--- src/design/d2csc_pkg.sv ---
// ============================================================================
// d2csc_pkg: shared types and constants for the dense to CSC compressor
// Holds the item structs, register indexes and the classified queue item.
// ============================================================================
package d2csc_pkg;

    localparam int unsigned ROWS_MAX = 1024;
    localparam int unsigned COLS_MAX = 1024;
    localparam int unsigned NZ_MAX   = 1048576;

    localparam logic [62:0] THR_RESET = 63'd4367597403136100796;
    localparam logic [62:0] INF_BITS  = 63'h7FF0000000000000;

    localparam logic [1:0] REG_NUM_ROWS  = 2'd0;
    localparam logic [1:0] REG_NUM_COLS  = 2'd1;
    localparam logic [1:0] REG_THRESHOLD = 2'd2;

    localparam logic KIND_ENTRY   = 1'b0;
    localparam logic KIND_SUMMARY = 1'b1;

    typedef struct packed {
        logic [63:0] elem_bits;
        logic        start_matrix;
    } in_item_t;

    typedef struct packed {
        logic        kind;
        logic [63:0] entry_bits;
        logic [9:0]  row_index;
        logic [9:0]  col_index;
        logic [20:0] position;
        logic [10:0] col_count;
        logic        matrix_end;
        logic        saturated;
        logic        last;
    } out_item_t;

    // classified element handed from front to back
    typedef struct packed {
        logic [63:0] elem_bits;
        logic        start_matrix;
        logic        nonzero;
        logic [10:0] rows;
        logic [10:0] cols;
    } cls_item_t;

endpackage

--- src/design/dense_to_csc_sparse_compressor.sv ---
// ============================================================================
// dense_to_csc_sparse_compressor: dense column-major stream to CSC items
// Classifies each element against a threshold and emits nonzero entries
// plus one summary item per column.
// ============================================================================
//
//  channel   dir  handshake             payload
//  in        in   in_valid/in_ready     in_item_t  (elem_bits, start_matrix)
//  out       out  out_valid/out_ready   out_item_t (entry or column summary)
//  cfg       in   cfg_valid/cfg_ready   cfg_index, cfg_data
//
//  One element per cycle sustained while out is ready and no element yields
//  two results; the back stage's output slot sets this. An element yielding
//  both an entry and a summary holds the back until both have gone out.
//  Reset clears counters and loads register defaults; stalls on out back
//  up through the two-entry queue into the input stage.
//
module dense_to_csc_sparse_compressor
    import d2csc_pkg::*;
(
    input  logic        clk,
    input  logic        rst_n,
    input  logic        in_valid,
    output logic        in_ready,
    input  in_item_t    in_item,
    output logic        out_valid,
    input  logic        out_ready,
    output out_item_t   out_item,
    input  logic        cfg_valid,
    output logic        cfg_ready,
    input  logic [1:0]  cfg_index,
    input  logic [62:0] cfg_data
);

    logic [10:0] num_rows_reg;
    logic [10:0] num_cols_reg;
    logic [62:0] thr_reg;

    logic      f_valid, f_ready;
    cls_item_t f_item;
    logic      q_valid, q_ready;
    cls_item_t q_item;

    assign cfg_ready = 1'b1;

    // configuration registers
    always_ff @(posedge clk or negedge rst_n)
    begin
        if (!rst_n)
        begin
            num_rows_reg <= 11'(ROWS_MAX);
            num_cols_reg <= 11'(COLS_MAX);
            thr_reg      <= THR_RESET;
        end
        else if (cfg_valid)
        begin
            case (cfg_index)
                REG_NUM_ROWS:  num_rows_reg <= cfg_data[10:0];
                REG_NUM_COLS:  num_cols_reg <= cfg_data[10:0];
                REG_THRESHOLD: thr_reg      <= cfg_data;
                default: ;
            endcase
        end
    end

    // classify
    d2csc_front u_front (
        .clk       (clk),
        .rst_n     (rst_n),
        .in_valid  (in_valid),
        .in_ready  (in_ready),
        .in_item   (in_item),
        .num_rows  (num_rows_reg),
        .num_cols  (num_cols_reg),
        .threshold (thr_reg),
        .cls_valid (f_valid),
        .cls_ready (f_ready),
        .cls_item  (f_item)
    );

    // decouple
    d2csc_queue u_queue (
        .clk      (clk),
        .rst_n    (rst_n),
        .wr_valid (f_valid),
        .wr_ready (f_ready),
        .wr_item  (f_item),
        .rd_valid (q_valid),
        .rd_ready (q_ready),
        .rd_item  (q_item)
    );

    // count and emit
    d2csc_back u_back (
        .clk       (clk),
        .rst_n     (rst_n),
        .cls_valid (q_valid),
        .cls_ready (q_ready),
        .cls_item  (q_item),
        .out_valid (out_valid),
        .out_ready (out_ready),
        .out_item  (out_item)
    );

endmodule

--- src/design/d2csc_front.sv ---
// ============================================================================
// d2csc_front: input stage
// Registers the incoming item, classifies it against the threshold.
// ============================================================================
module d2csc_front
    import d2csc_pkg::*;
(
    input  logic        clk,
    input  logic        rst_n,
    input  logic        in_valid,
    output logic        in_ready,
    input  in_item_t    in_item,
    input  logic [10:0] num_rows,
    input  logic [10:0] num_cols,
    input  logic [62:0] threshold,
    output logic        cls_valid,
    input  logic        cls_ready,
    output cls_item_t   cls_item
);

    logic      valid_reg;
    cls_item_t item_reg;
    cls_item_t item_next;
    logic [62:0] mag;

    assign in_ready = !valid_reg || cls_ready;
    assign mag      = in_item.elem_bits[62:0];

    always_comb
    begin
        item_next.elem_bits    = in_item.elem_bits;
        item_next.start_matrix = in_item.start_matrix;
        item_next.nonzero      = (mag <= INF_BITS) && (mag > threshold);
        // clamp dimensions
        if (num_rows == 11'd0)
            item_next.rows = 11'd1;
        else if (num_rows > 11'(ROWS_MAX))
            item_next.rows = 11'(ROWS_MAX);
        else
            item_next.rows = num_rows;
        if (num_cols == 11'd0)
            item_next.cols = 11'd1;
        else if (num_cols > 11'(COLS_MAX))
            item_next.cols = 11'(COLS_MAX);
        else
            item_next.cols = num_cols;
    end

    always_ff @(posedge clk or negedge rst_n)
    begin
        if (!rst_n)
            valid_reg <= 1'b0;
        else if (in_ready)
            valid_reg <= in_valid;
    end

    always_ff @(posedge clk)
    begin
        if (in_ready && in_valid)
            item_reg <= item_next;
    end

    assign cls_valid = valid_reg;
    assign cls_item  = item_reg;

endmodule

--- src/design/d2csc_queue.sv ---
// ============================================================================
// d2csc_queue: two-entry queue between front and back
// Decouples classification from result emission.
// ============================================================================
module d2csc_queue
    import d2csc_pkg::*;
(
    input  logic      clk,
    input  logic      rst_n,
    input  logic      wr_valid,
    output logic      wr_ready,
    input  cls_item_t wr_item,
    output logic      rd_valid,
    input  logic      rd_ready,
    output cls_item_t rd_item
);

    cls_item_t  mem_reg [2];
    logic       wptr_reg;
    logic       rptr_reg;
    logic [1:0] cnt_reg;
    logic       push;
    logic       pop;

    assign wr_ready = (cnt_reg != 2'd2);
    assign rd_valid = (cnt_reg != 2'd0);
    assign rd_item  = mem_reg[rptr_reg];
    assign push     = wr_valid && wr_ready;
    assign pop      = rd_valid && rd_ready;

    always_ff @(posedge clk or negedge rst_n)
    begin
        if (!rst_n)
        begin
            wptr_reg <= 1'b0;
            rptr_reg <= 1'b0;
            cnt_reg  <= 2'd0;
        end
        else
        begin
            if (push)
                wptr_reg <= !wptr_reg;
            if (pop)
                rptr_reg <= !rptr_reg;
            cnt_reg <= cnt_reg + {1'b0, push} - {1'b0, pop};
        end
    end

    always_ff @(posedge clk)
    begin
        if (push)
            mem_reg[wptr_reg] <= wr_item;
    end

endmodule

--- src/design/d2csc_back.sv ---
// ============================================================================
// d2csc_back: counter and result stage
// Tracks row, column and position, emits entries and column summaries.
// ============================================================================
module d2csc_back
    import d2csc_pkg::*;
(
    input  logic      clk,
    input  logic      rst_n,
    input  logic      cls_valid,
    output logic      cls_ready,
    input  cls_item_t cls_item,
    output logic      out_valid,
    input  logic      out_ready,
    output out_item_t out_item
);

    logic [9:0]  row_reg, row_next;
    logic [9:0]  col_reg, col_next;
    logic [20:0] pos_reg, pos_next;
    logic [20:0] beg_reg, beg_next;
    logic [10:0] cnt_reg, cnt_next;

    // two result slots: slot0 goes out first
    logic      v0_reg, v1_reg;
    out_item_t r0_reg, r1_reg;
    out_item_t e_item, s_item;

    logic [9:0]  row_c, col_c;
    logic [20:0] pos_c, beg_c, pos_inc;
    logic [10:0] cnt_c, cnt_inc;
    logic        col_done, mat_done, take;

    // take an item when both slots will be empty after this cycle
    assign cls_ready = !v1_reg && (!v0_reg || out_ready);
    assign take      = cls_valid && cls_ready;

    always_comb
    begin
        row_c = cls_item.start_matrix ? 10'd0 : row_reg;
        col_c = cls_item.start_matrix ? 10'd0 : col_reg;
        pos_c = cls_item.start_matrix ? 21'd0 : pos_reg;
        beg_c = cls_item.start_matrix ? 21'd0 : beg_reg;
        cnt_c = cls_item.start_matrix ? 11'd0 : cnt_reg;

        col_done = ({1'b0, row_c} + 11'd1) >= cls_item.rows;
        mat_done = ({1'b0, col_c} + 11'd1) >= cls_item.cols;

        pos_inc = pos_c;
        cnt_inc = cnt_c;
        if (cls_item.nonzero)
        begin
            if (pos_c < 21'(NZ_MAX))
                pos_inc = pos_c + 21'd1;
            if (cnt_c < 11'(ROWS_MAX))
                cnt_inc = cnt_c + 11'd1;
        end

        e_item.kind       = KIND_ENTRY;
        e_item.entry_bits = cls_item.elem_bits;
        e_item.row_index  = row_c;
        e_item.col_index  = col_c;
        e_item.position   = pos_c;
        e_item.col_count  = 11'd0;
        e_item.matrix_end = 1'b0;
        e_item.saturated  = (pos_inc == 21'(NZ_MAX));
        e_item.last       = !col_done;

        s_item.kind       = KIND_SUMMARY;
        s_item.entry_bits = 64'd0;
        s_item.row_index  = 10'd0;
        s_item.col_index  = col_c;
        s_item.position   = beg_c;
        s_item.col_count  = cnt_inc;
        s_item.matrix_end = mat_done;
        s_item.saturated  = (pos_inc == 21'(NZ_MAX));
        s_item.last       = 1'b1;

        row_next = row_c + 10'd1;
        col_next = col_c;
        pos_next = pos_inc;
        cnt_next = cnt_inc;
        beg_next = beg_c;
        if (col_done)
        begin
            row_next = 10'd0;
            cnt_next = 11'd0;
            if (mat_done)
            begin
                col_next = 10'd0;
                pos_next = 21'd0;
            end
            else
                col_next = col_c + 10'd1;
            beg_next = mat_done ? 21'd0 : pos_inc;
        end
    end

    always_ff @(posedge clk or negedge rst_n)
    begin
        if (!rst_n)
        begin
            row_reg <= '0;
            col_reg <= '0;
            pos_reg <= '0;
            beg_reg <= '0;
            cnt_reg <= '0;
            v0_reg  <= 1'b0;
            v1_reg  <= 1'b0;
        end
        else if (take)
        begin
            row_reg <= row_next;
            col_reg <= col_next;
            pos_reg <= pos_next;
            beg_reg <= beg_next;
            cnt_reg <= cnt_next;
            v0_reg  <= cls_item.nonzero || col_done;
            v1_reg  <= cls_item.nonzero && col_done;
        end
        else if (v0_reg && out_ready)
        begin
            // advance second result into the output slot
            v0_reg <= v1_reg;
            v1_reg <= 1'b0;
        end
    end

    always_ff @(posedge clk)
    begin
        if (take)
        begin
            r0_reg <= cls_item.nonzero ? e_item : s_item;
            r1_reg <= s_item;
        end
        else if (v0_reg && out_ready)
            r0_reg <= r1_reg;
    end

    assign out_valid = v0_reg;
    assign out_item  = r0_reg;

endmodule
--- config.mk ---
export PLATFORM = sky130hd
export DESIGN_NAME = dense_to_csc_sparse_compressor
export DESIGN_NICKNAME = d
export VERILOG_FILES = /design/src/design/d2csc_pkg.sv /design/src/design/dense_to_csc_sparse_compressor.sv /design/src/design/d2csc_front.sv /design/src/design/d2csc_queue.sv /design/src/design/d2csc_back.sv
export SDC_FILE = /design/constraint.sdc
export NUM_CORES = 1
export LEC_CHECK = 0
export BUFFER_PORTS_ARGS = -buffer_cell sky130_fd_sc_hd__buf_4
export CAP_MARGIN = 30
export CORE_UTILIZATION = 59
export CTS_CLUSTER_SIZE = 30
export DETAILED_ROUTE_END_ITERATION = 6
export PLACE_DENSITY = 0.8
export SLEW_MARGIN = 20
export SYNTH_ARGS = -nofsm -noshare
export SYNTH_HDL_FRONTEND = slang
export SYNTH_HIERARCHICAL = 1
export SYNTH_SLANG_ARGS = --single-unit
export TNS_END_PERCENT = 50
--- constraint.sdc ---
create_clock -name clk -period 6.3 [get_ports clk]
set_clock_uncertainty 0.2 [all_clocks]
set_input_delay 1.26 -clock clk [delete_from_list [all_inputs] [get_ports clk]]
set_output_delay 1.26 -clock clk [all_outputs]
set_load 0.05 [all_outputs]
; Yosys cells after proc, flatten, opt, wreduce, memory -nomap -nowiden
; Memories as Yosys holds them, arrays and structs flattened.
; Index checks and enable logic that the tools add are counted.
[word_totals]
n_memories = 1
out_inout_bits = 123
mem_bits_rw = 176
ff_bits = 417
[op_classes]
reduce_logical = 26
muxes = 27
eq_ne = 4
magnitude_cmp = 8
addsub = 8
[mem_list]
columns = memory, words, width, rd, rd_clocked_by_memory_dff, wr, line_no
row1 = u_queue.mem_reg, 2, 88, 1, 0, 1, d2csc_queue.sv:18  ; cls_item_t mem_reg [2];
[op_table]
columns = operator, n
row1 = 120-bit two-way mux, 3
row2 = 21-bit two-way mux, 7
row3 = 11-bit two-way mux, 6
row4 = 63-bit > comparator, 1
row5 = 63-bit <= comparator (second input constant), 1
row6 = 10-bit two-way mux, 5
row7 = 10-bit by 1-bit adder with 11-bit output (second input constant), 2
row8 = 11-bit greater-or-equal comparator, 2
row9 = 11-bit > comparator (second input constant), 2
row10 = 11-bit logical NOT, 2
row11 = 21-bit by 1-bit adder with 21-bit output (second input constant), 1
row12 = 21-bit == test (second input constant), 1
row13 = 21-bit less-than comparator (second input constant), 1
row14 = 10-bit by 1-bit adder with 10-bit output (second input constant), 2
row15 = 11-bit by 1-bit adder with 11-bit output (second input constant), 1
row16 = 11-bit less-than comparator (second input constant), 1
row17 = 1-bit logical AND, 7
row18 = 1-bit logical NOT, 6
row19 = 1-bit two-way mux, 6
row20 = 2-bit AND reduction, 3
row21 = 2-bit nonzero test, 2
row22 = 2-bit OR reduction, 2
row23 = 1-bit logical OR, 3
row24 = 2-bit by 1-bit adder with 2-bit output, 1
row25 = other kinds (5), 5

; Depth between registers and ports, before layout
; Gate-level depths: netlist of run 1.
; An unclocked memory read counts as a cell.
[depth]
ltp_word = 8
mapped_depth = 23
ltp_nobuf = 15

; By module
; Netlist of run 1, hierarchy kept.
[by_module_without_submodules]
columns = module, cells_each, area_per_inst_um2, instances
row1 = d2csc_back, 971, 11145.7, 1
row2 = d2csc_queue, 296, 6572.6, 1
row3 = d2csc_front, 376, 4636.9, 1
row4 = dense_to_csc_sparse_compressor, 184, 3478.3, 1

; Worst setup path before layout of run 1
; OpenSTA, ideal clock, no wires.
[synth_timing]
path_type = in2reg
from = in out_ready
to = reg u_back.r0_reg, in the netlist u_back/out_item[0] (enable)
slack_ps = 534
setup_ps = 1063
t_required_ps = 5037
stages = 7
arrival_ps = 4503
cell_sequence = inv_1 > a21oi_1 > nand2_1 > clkbuf_1 > clkbuf_1 > buf_1 > nand2_1
[synth_via]
elab_chain_cells = 4
word_cells_on_any_way = 5
cone_classes = reduce/logical (5)
[synth_rtl]
columns = element, line_no
row1 = from (decl), dense_to_csc_sparse_compressor.sv:27  ; input logic out_ready,
row2 = 1-bit logical OR, d2csc_back.sv:35  ; assign cls_ready = !v1_reg && (!v0_reg || out_ready);
row3 = 1-bit logical AND, d2csc_back.sv:35
row4 = net q_ready, dense_to_csc_sparse_compressor.sv:41  ; logic q_valid, q_ready;
row5 = 1-bit logical AND, d2csc_back.sv:36  ; assign take = cls_valid && cls_ready;
row6 = 2-bit nonzero test (no source line), --
row7 = to (signal assigned), d2csc_back.sv:133  ; r0_reg <= cls_item.nonzero ? e_item : s_item;
row8 = to (signal assigned), d2csc_back.sv:137  ; r0_reg <= r1_reg;
row9 = to (decl), d2csc_back.sv:26  ; out_item_t r0_reg, r1_reg;
; The timed path passes the listed nets, and every way through them passes these cells.
; A chain may end at the register's enable or synchronous reset.

==> summary.txt, run 1 <==
Clock tree
  • Clk pin slew, worst setup/hold paths: 60 ps
  • Clk buf depth: 3
  • # clock sinks: 593
  • Postcts setup bufs: 0
  • CTS tree: yes
  • Post-cts sizing count: 0
  • Number of CTS-inserted buffers: 56
  • CTS Hold Bufs: 0
  • Clk_lat worst skew: 610 ps
  • CTS root buf: clkbuf_16
  • H-tree Lvls: 2

Power and ir drop
  • Switch share: 36.2%
  • P per Cell Area: 471 nW/µm²
  • Clock power frac: 23.2%
  • Combinational share of power: 33.9%
  • VDD IR max: 0.300 mV
  • Psw: 5.14 mW
  • Pint: 9.06 mW
  • Leak Pwr: 12.6 nW
  • Register share of total power: 42.8%

Global route
  • First-pass GRT wire length: 85.4 mm
  • Total grt overflow: 0
  • Vias in the first global route: 15900
  • Largest net degree at the start of global routing: 77
  • Initial antenna violation count: 3
  • Total track usage: 24.9%

Route
  • Drt total wl: 54.9 mm
  • DR vias: 15600
  • DRC marker count from the first detailed-route iteration: 1373
  • DR WL/cell: 20.2 µm
  • DRT Pass-1 Iters: 6
  • Routed Antenna Nets: 0
  • DRC Markers: 0
  • Vias per cell: 5.72

Synthesis
  • Synth warnings: 6
  • Synthesized Nets: 2051
  • Syn Area/Cell: 14.1 µm²
  • EDFF count, synth: 428
  • Synth cell types: 76
  • Yosys reg bits: 593
  • Main synth FF type: edfxtp_1
  • Asr flop ratio synth: 27.8%
  • Sequential share of the synthesized area: 65.9%
  • Mapped Cells: 1827
  • Syn Std Cell Area: 25800 µm²

Place
  • Port-buffer cells: 256
  • Placed Instances: 2610
  • Gp weighted congestion: 0.951
  • HPWL after DPL: 37.8 mm

Setup path
  • Crit-path max FO: 21
  • Startpoint type of the worst setup path: register
  • Worst Path Buf+Inv: 1
  • Worst path required time: 6570 ps
  • FF-to-FF End: u_back/col_reg[5]
  • Cell Chain, Critical Path: mux2_2 > nor2b_1 > ha_1 > nand3_1 > inv_1 > and3_1 > xor2_1 > ha_1 > nor3_1 > o211ai_1 > a41oi_1 > o21bai_1 > nand2b_1 > or2_2 > o311ai_0
  • Cell depth of the worst flop-to-flop path: 15
  • Slowest stage cell, crit path: dfrtp_4
  • Data arrival, critical path: 4990 ps
  • Critical path endpoint category: register
  • R2R Setup Slk: 1590 ps
  • Launch point of the worst reg-to-reg path: u_queue/rptr_reg
  • Top Family by Delay on Critical Path: simple AND/OR/NAND/NOR gates
  • Slowest stage delay, CP: 480 ps
  • WS Path Type: reg2reg
  • Most used cell, CP: ha_1

Status
  • Status: complete, no violations

Layout
  • Commonest non-fill, non-tap cells in the layout: 428 x edfxtp_1, 279 x buf_4, 156 x nand2_1
  • Number of nets in the finished design: 2307
  • Post-route insts no fill: 2717
  • Synthesis-to-layout area growth: 16.6%
  • Share of layout cells above drive strength 1: 28.3%
  • Largest register FFs: 176
  • Most common cell after layout, fill and taps aside: edfxtp_1
  • Fillers: 2934

Floorplanning
  • Die Y: 211 µm
  • Number of I/O pins: 258
  • # rows: 76
  • Die ar.: 44600 µm²
  • Core ar.: 43200 µm²
  • Starting Density: 59.8%
  • Chip Width: 211 µm

Min path
  • Hold Path End: u_queue/mem_reg[1][38]
  • Hold Path Stages: 0
  • Hold Path Origin: u_front/cls_item[38]
  • Hold/Removal Path Class: reg2reg

Timing
  • # setup viols final: 0
  • Count of pins over their slew limit: 0
  • Achievable frequency: 212 MHz
  • Period minus WS final: 4710 ps
  • Worst slew pin tran: 952 ps
  • Setup TNS: 0 ps
  • RSZ-0062 raised after global routing: false
  • Hold Violations, Final: 0
  • Headroom to the max-slew limit: 36.4%
  • Period utilisation layout: 74.8%

Flow run
  • Total of max-cap violations: 0
-- synthesized netlist by cell type, types with 4 or more instances --
cell / count / area (µm²)
edfxtp_1: 428 / 12900
nand2_1: 158 / 593
dfrtp_1: 130 / 3250
mux2_2: 119 / 1340
inv_1: 102 / 383
ha_1: 89 / 1110
and3_1: 71 / 444
mux2_4: 60 / 901
nor2b_1: 58 / 363
o21ai_0: 57 / 285
nor2_1: 56 / 210
clkbuf_1: 46 / 173
a21oi_1: 42 / 210
nand3_1: 42 / 210
a22o_1: 36 / 315
dfstp_2: 35 / 920
nor4_1: 27 / 169
mux2i_1: 23 / 230
nand4_1: 23 / 144
o31ai_1: 21 / 158
xor2_1: 21 / 184
xnor2_1: 16 / 140
buf_2: 15 / 75.1
nor3_1: 14 / 70.1
buf_1: 10 / 37.5
buf_6: 9 / 101
and2_1: 8 / 50.1
nand2b_1: 7 / 43.8
o21a_1: 7 / 52.6
a21o_1: 6 / 45.0
o22ai_1: 6 / 37.5
or3_1: 6 / 37.5
a221oi_1: 5 / 43.8
a31oi_1: 5 / 31.3
and4_1: 5 / 43.8
o211ai_1: 5 / 37.5
o21ai_1: 4 / 20.0
-- cells by family after synthesis --
group,after synthesis,share of synthesized area [%]
mux,202,9.57
fa+ha+maj,89,4.31
flops,593,65.9
xor+xnor,37,1.25
simple gates,501,10.2
compound gates,217,5.61
other cells,1,0.0145
buf+inv,187,3.10
-- metrics by stage --
| step | total power, mW | setup slack, ps | hold slack, ps | instance area, µm² | utilization [%] |
|---|---|---|---|---|---|
| floorplan | 9.52 | 534 | 221 | 25800 | - |
| global placement | 10.8 | 1730 | 222 | 28300 | 65.6 |
| detailed placement | 11.0 | 1640 | 229 | 28300 | 65.6 |
| CTS | 14.3 | 1630 | 242 | 30100 | 69.8 |
| global route | 14.8 | 1350 | 249 | 30100 | 69.8 |
| finish | 14.2 | 1590 | 244 | 30100 | 69.8 |
-- power by group through the flow --
stage / registers, mW / logic [mW] / clock network (mW)
after floorplan: 7.38 / 2.14 / 0
after global placement: 6.10 / 4.74 / 0
after detailed placement: 6.16 / 4.83 / 0
after CTS: 6.09 / 4.85 / 3.36
after global routing: 6.19 / 5.14 / 3.51
final: 6.08 / 4.81 / 3.30
-- routing by layer --
layer  track usage (%)  vias up  routed length [µm]
met5                 0        -                  17
met3              6.39      138                3890
met2              41.6      495               27200
li1                  -     7257                   -
met4              11.3        2                2290
met1              30.4     7660               21500
-- worst register-to-register path, stage by stage (launching register included) --
cell and delay, ps:
dfrtp_4 480, mux2_2 480, nor2b_1 490, ha_1 360
nand3_1 160, inv_1 100, and3_1 180, xor2_1 90
ha_1 220, nor3_1 270, o211ai_1 130, a41oi_1 180
o21bai_1 270, nand2b_1 280, or2_2 370, o311ai_0 320
-- how the worst max path moves through the flow --
stage	from	to	slack [ps]	depth (start not counted)
floorplan	out_ready	u_back/out_item[0]	530	7
global placement	u_queue/rptr_reg	u_back/cnt_reg[10]	1730	12
detailed placement	u_queue/rptr_reg	u_back/col_reg[5]	1640	15
CTS	u_queue/rptr_reg	u_back/col_reg[5]	1630	15
global route	u_queue/rptr_reg	u_back/col_reg[5]	1350	15
finish	u_queue/rptr_reg	u_back/col_reg[5]	1590	15
-- cell type report --
cell class	instances	area (µm²)	area share, %
antenna	2	5.00	0.0166
clock buffer	76	1520	5.03
clock inverter	29	275	0.914
inverter	103	389	1.29
multi-input combinational	1047	8040	26.7
sequential	593	17000	56.5
tap	585	732	2.43
timing repair buffer	282	2130	7.07
(Power assumes the default switching activity.)
==> inputs of run 2 (changes only) <==
--- a/config.mk
+++ b/config.mk
@@ -7,10 +7,10 @@
 export LEC_CHECK = 0
 export BUFFER_PORTS_ARGS = -buffer_cell sky130_fd_sc_hd__buf_4
 export CAP_MARGIN = 30
-export CORE_UTILIZATION = 59
+export CORE_UTILIZATION = 53
 export CTS_CLUSTER_SIZE = 30
 export DETAILED_ROUTE_END_ITERATION = 6
-export PLACE_DENSITY = 0.8
+export PLACE_DENSITY = 0.76
 export SLEW_MARGIN = 20
 export SYNTH_ARGS = -nofsm -noshare
 export SYNTH_HDL_FRONTEND = slang
==> constraint.sdc (replaced) <==
create_clock -name clk -period 4.1 [get_ports clk]
set_clock_uncertainty 0.2 [all_clocks]
set_input_delay 0.82 -clock clk [delete_from_list [all_inputs] [get_ports clk]]
set_output_delay 0.82 -clock clk [all_outputs]
set_load 0.05 [all_outputs]
==> run 2 against run 1 <==
Hold slack worse by 53 ps. Highest routed layer unchanged. Combinational power grew 57%. First-iteration DRC count fell by 10%. Final cell count is 2.2% higher. Maximum frequency is 20% higher. Sequential power up 53%. Die area increased by 11%. Register-to-register slack worse by 1400 ps. Clock-buffer cell count decreased by 4. Largest power group unchanged. Wire length is 0.76% higher.
==> summary.txt, run 2 (synthesized netlist as in run 1, its figures left out) <==
Layout
  • Synthesis-to-layout area growth: 18.6%
  • Post-route insts no fill: 2776
  • Commonest non-fill, non-tap cells in the layout: 428 x edfxtp_1, 293 x buf_4, 156 x nand2_1
  • Most common cell after layout, fill and taps aside: edfxtp_1
  • Cell area after layout: 30600 µm²
  • Number of nets in the finished design: 2334
  • Largest register FFs: 176
  • Share of layout cells above drive strength 1: 29.7%

Route
  • Drt total wl: 55.3 mm
  • DR vias: 15600
  • DRT Pass-1 Iters: 7
  • DRC marker count from the first detailed-route iteration: 1230
  • DRC Markers: 0
  • Routed Antenna Nets: 0
  • DR WL/cell: 19.9 µm
  • Vias per cell: 5.62

Timing
  • Hold Violations, Final: 0
  • Count of pins over their slew limit: 0
  • # setup viols final: 0
  • Headroom to the max-slew limit: 38.1%
  • Worst slew pin tran: 926 ps
  • RSZ-0062 raised after global routing: false
  • Period utilisation layout: 95.6%
  • Period minus WS final: 3920 ps
  • Achievable frequency: 255 MHz

Power and ir drop
  • Leak Pwr: 12.9 nW
  • VDD IR max: 0.340 mV
  • P per Cell Area: 725 nW/µm²

Floorplanning
  • Chip Width: 223 µm
  • Starting Density: 53.9%
  • Core ar.: 47900 µm²
  • Number of I/O pins: 258
  • Die ar.: 49600 µm²
  • # rows: 80
  • Die Y: 223 µm

Setup path
  • Top Family by Delay on Critical Path: simple AND/OR/NAND/NOR gates
  • Slowest stage delay, CP: 470 ps
  • Data arrival, critical path: 4210 ps
  • Slowest stage cell, crit path: dfrtp_4
  • Crit-path max FO: 11
  • WS Path Type: reg2reg
  • Worst Path Buf+Inv: 2
  • R2R Setup Slk: 180 ps
  • Critical path endpoint category: register
  • Cell Chain, Critical Path: mux2_2 > buf_4 > nor2b_1 > nand3_1 > inv_1 > and3_1 > xor2_2 > ha_1 > nor3_2 > o211ai_1 > a41oi_1 > o21bai_2 > nand2b_1 > or2_2 > o311ai_0
  • Worst path required time: 4390 ps
  • Startpoint type of the worst setup path: register

Place
  • Placed Instances: 2662
  • Gp weighted congestion: 0.832
  • Placed cell area: 28600 µm²
  • Port-buffer cells: 256
  • HPWL after DPL: 38.3 mm

Global route
  • Total track usage: 22.4%
  • First-pass GRT wire length: 86.0 mm
  • Total grt overflow: 0
  • Vias in the first global route: 15900
  • Largest net degree at the start of global routing: 90
  • Initial antenna violation count: 8

Clock tree
  • Clk buf depth: 3
  • CTS tree: yes
  • H-tree Lvls: 2
  • CTS root buf: clkbuf_16
  • Clk_lat worst skew: 620 ps
  • Number of CTS-inserted buffers: 59
  • Postcts setup bufs: 0
  • Clk pin slew, worst setup/hold paths: 60 ps
  • # clock sinks: 593

Status
  • Status: complete, no violations

Min path
  • Hold/Removal Path Class: in2reg

Flow run
  • Total of max-cap violations: 0
[run 2: where the power goes]
part / leakage, nW / internal, mW / switching [mW]
sequential: 6.30 / 8.72 / 0.607
combinational: 5.63 / 2.43 / 5.15
clock: 0.951 / 3.08 / 2.23
total: 12.9 / 14.2 / 7.99
[run 2: final timing paths]
kind / start / endpoint / depth (start not counted)
max: u_queue/rptr_reg / u_back/col_reg[5] / 15
min: in_item[0] / u_front/cls_item[23] / 1
max reg2reg: u_queue/rptr_reg / u_back/col_reg[5] / 15
min reg2reg: u_front/cls_item[50] / u_queue/mem_reg[1][50] / 0
max in group asynchronous: rst_n / num_cols_reg[10] / 4
min in group asynchronous: rst_n / thr_reg[57] / 2
[run 2: per-layer routing]
layer  GRT usage, %  vias to the layer above  share of wire [%]  wire length, µm
li1               -                     7306                  -                -
met1           26.8                     7664                 39            21600
met2           37.4                      479                 49            27200
met3           5.81                      146                7.0             3870
met4           11.4                       12                4.6             2570
met5              0                        -               0.18               98
[run 2: area by class of cell]
cell class | count | area, µm²
repair buffers | 306 | 2440
clock inverters | 38 | 368
multi-input cells | 1047 | 8080
clock buffers | 72 | 1560
flip-flops and latches | 593 | 17000
inverters | 103 | 389
fillers | 3475 | 17300
well taps | 615 | 769
diodes | 2 | 5.00
[run 2: repair_timing]
item / CTS / global route
hold buffers: 0 / 1
endpoints found under the setup margin: 0 / 23
hold endpoints to repair: 0 / 29
resized for setup: 0 / 7
[run 2: worst register-to-register path, stage by stage (launching register included)]
cell and delay [ps]:
dfrtp_4 470, mux2_2 330, buf_4 190, nor2b_1 190, nand3_1 180, inv_1 110, and3_1 230, xor2_2 100
ha_1 220, nor3_2 210, o211ai_1 110, a41oi_1 240, o21bai_2 160, nand2b_1 190, or2_2 370, o311ai_0 290
[run 2: through the flow]
step	hold WS [ps]	utilization [%]	total power [mW]	setup slack (ps)	TNS [ps]
global placement	223	59.7	16.8	300	0
CTS	138	63.7	22.4	106	0
floorplan	221	-	14.6	-875	-28600
detailed placement	230	59.7	17.1	136	0
global route	166	63.9	23.2	20.1	0
finish	191	63.9	22.2	182	0
==> inputs of run 3 (changes only) <==
==> constraint.sdc (replaced) <==
create_clock -name clk -period 3.6 [get_ports clk]
set_clock_uncertainty 0.2 [all_clocks]
set_input_delay 0.72 -clock clk [delete_from_list [all_inputs] [get_ports clk]]
set_output_delay 0.72 -clock clk [all_outputs]
set_load 0.05 [all_outputs]
==> run 3 against run 2 <==
Clock-buffer cell count rose by 6. First-iteration DRC count fell by 0.41%. Sequential share of layout area fell by 1.3 points. Wire length rose by 3.0%. Non-clock buffer count rose by 43. Sequential power rose by 14%. Final area rose by 2.4%. Final cell count rose by 1.5%. Worst setup slack got worse by 170 ps. Flip-flop and latch count did not move. Maximum frequency rose by 9.3%. Largest power group unchanged.
==> summary.txt, run 3 (synthesized netlist as in run 1, its figures left out) <==
Clock tree
  • Clk pin slew, worst setup/hold paths: 60 ps
  • H-tree Lvls: 2
  • Number of CTS-inserted buffers: 58
  • CTS tree: yes
  • Clk buf depth: 3
  • CTS root buf: clkbuf_16
  • # clock sinks: 593
  • Clk_lat worst skew: 640 ps

Layout
  • Commonest non-fill, non-tap cells in the layout: 428 x edfxtp_1, 326 x buf_4, 152 x nand2_1
  • Register area: 17000 µm²
  • Area of the multi-input gates: 8330 µm²
  • Final core occ: 65.4%
  • Number of nets in the finished design: 2376
  • Largest register FFs: 176
  • Synthesis-to-layout area growth: 21.4%
  • Most common cell after layout, fill and taps aside: edfxtp_1
  • Share of layout cells above drive strength 1: 32.9%
  • Fillers: 3390

Place
  • HPWL after DPL: 39.2 mm
  • Port-buffer cells: 256
  • Worst slack, placed: -172 ps
  • Gp weighted congestion: 0.903

Route
  • Routed Antenna Nets: 0
  • Vias per cell: 5.61
  • DRC Markers: 0
  • WL met3: 3.44 mm
  • Drt total wl: 57.0 mm
  • DR WL/cell: 20.2 µm
  • Met2 WL: 28.8 mm
  • WL met1: 22.8 mm
  • Max Used Layer: met5
  • DR vias: 15800
  • DRC marker count from the first detailed-route iteration: 1225
  • DRT Pass-1 Iters: 5

Global route
  • First-pass GRT wire length: 88.0 mm
  • Vias in the first global route: 16200
  • Initial antenna violation count: 6
  • Total track usage: 22.8%
  • Largest net degree at the start of global routing: 89
  • Total grt overflow: 0

Timing
  • Count of pins over their slew limit: 0
  • RSZ-0062 raised after global routing: true
  • Period minus WS final: 3580 ps
  • Period utilisation layout: 99.5%
  • # setup viols final: 0
  • Worst slew pin tran: 759 ps
  • Fin Hold WS: 67.2 ps
  • PnR worst setup slack: 16.9 ps
  • Achievable frequency: 279 MHz
  • Headroom to the max-slew limit: 49.2%
  • Hold Violations, Final: 0

Setup path
  • Worst Path Buf+Inv: 3
  • Cell Chain, Critical Path: mux2_4 > nor2b_4 > ha_4 > nand3_4 > inv_2 > and3_4 > xor2_4 > ha_4 > o21a_1 > o211ai_1 > o21bai_2 > buf_6 > nor3b_4 > buf_6 > nand2_8 > o21ai_1
  • Total stage count of the critical path: 16
  • Slowest stage delay, CP: 480 ps
  • Slowest stage cell, crit path: dfrtp_4
  • Critical path endpoint category: register
  • Data arrival, critical path: 3920 ps
  • Worst path required time: 3940 ps
  • Cell depth of the worst flop-to-flop path: 16
  • WS Path Type: reg2reg
  • Top Family by Delay on Critical Path: simple AND/OR/NAND/NOR gates
  • Startpoint type of the worst setup path: register
  • Crit-path max FO: 7

Power and ir drop
  • Final Total Pwr: 25.8 mW
  • VDD IR max: 0.683 mV
  • Leak Pwr: 13.2 nW
  • P per Cell Area: 821 nW/µm²

Floorplanning
  • Number of I/O pins: 258
  • Chip Width: 223 µm
  • Die Y: 223 µm
  • # rows: 80
  • Die ar.: 49600 µm²
  • Core ar.: 47900 µm²
  • Starting Density: 53.9%

Status
  • Status: complete, no violations

Min path
  • Hold Path Stages: 1
  • Hold/Removal Path Class: in2reg

Flow run
  • Total of max-cap violations: 0
[run 3: changes by cell type in the layout (fill, tap and decap cells not counted), sizes merged]
cell,before,now
buf,305,348
bufinv,6,5
clkbuf,72,78
clkinv,28,17
clkinvlp,3,7
diode,2,1
inv,104,106
[run 3: worst reg2reg max path, cell delays in order (launching register included)]
cell      delay [ps]
dfrtp_4          480
mux2_4           380
nor2b_4          220
ha_4             180
nand3_4           60
inv_2             70
and3_4           210
xor2_4           190
ha_4             220
o21a_1           160
o211ai_1         190
o21bai_2         120
buf_6            150
nor3b_4          300
buf_6            170
nand2_8           70
o21ai_1          130
[run 3: layout make-up]
type	instances	share of cell area (%)
antenna	1	0.00798
clock buffer	78	5.33
clock inverter	32	1.11
inverter	103	1.24
multi-input combinational	1047	26.6
sequential	593	54.3
tap	615	2.45
timing repair buffer	349	9.02
[run 3: routing by layer]
layer	track usage, %	vias to the layer above
met5	0	-
met1	27.6	7857
met3	5.61	119
met2	39.5	418
met4	8.70	10
li1	-	7398
[run 3: through the flow]
step                instances  instance area, µm²  TNS, ps
floorplan                1827               26000   -44350
global placement         2689               29000    -32.0
detailed placement       2689               29000    -2230
CTS                      2808               31100        0
global route             2817               31400    -1450
finish                   2818               31400        0
[run 3: worst paths after layout]
kind,startpoint,to,slack [ps]
max in group asynchronous,rst_n,thr_reg[19],1860
min in group asynchronous,rst_n,thr_reg[57],440
worst min-delay path,in_item[0],u_front/cls_item[23],70
worst min register to register,u_front/cls_item[59],u_queue/mem_reg[1][59],240
worst max-delay path,u_queue/rptr_reg,u_back/beg_reg[4],20
worst max register to register,u_queue/rptr_reg,u_back/beg_reg[4],20
[run 3: power by group]
| group | switching [mW] | internal, mW | total (mW) |
|---|---|---|---|
| logic | 5.94 | 2.90 | 8.84 |
| registers | 0.708 | 9.93 | 10.6 |
| clock network | 2.64 | 3.64 | 6.28 |
| total | 9.28 | 16.5 | 25.8 |
[run 3: what timing repair did]
item / in CTS / in global routing
hold buffers: 1 / 0
gates resized for setup: 18 / 51
gates cloned: 0 / 0
setup endpoints to repair: 36 / 54
endpoints found under the hold margin: 47 / 0
pin swaps: 6 / 28
setup buffers: 8 / 9
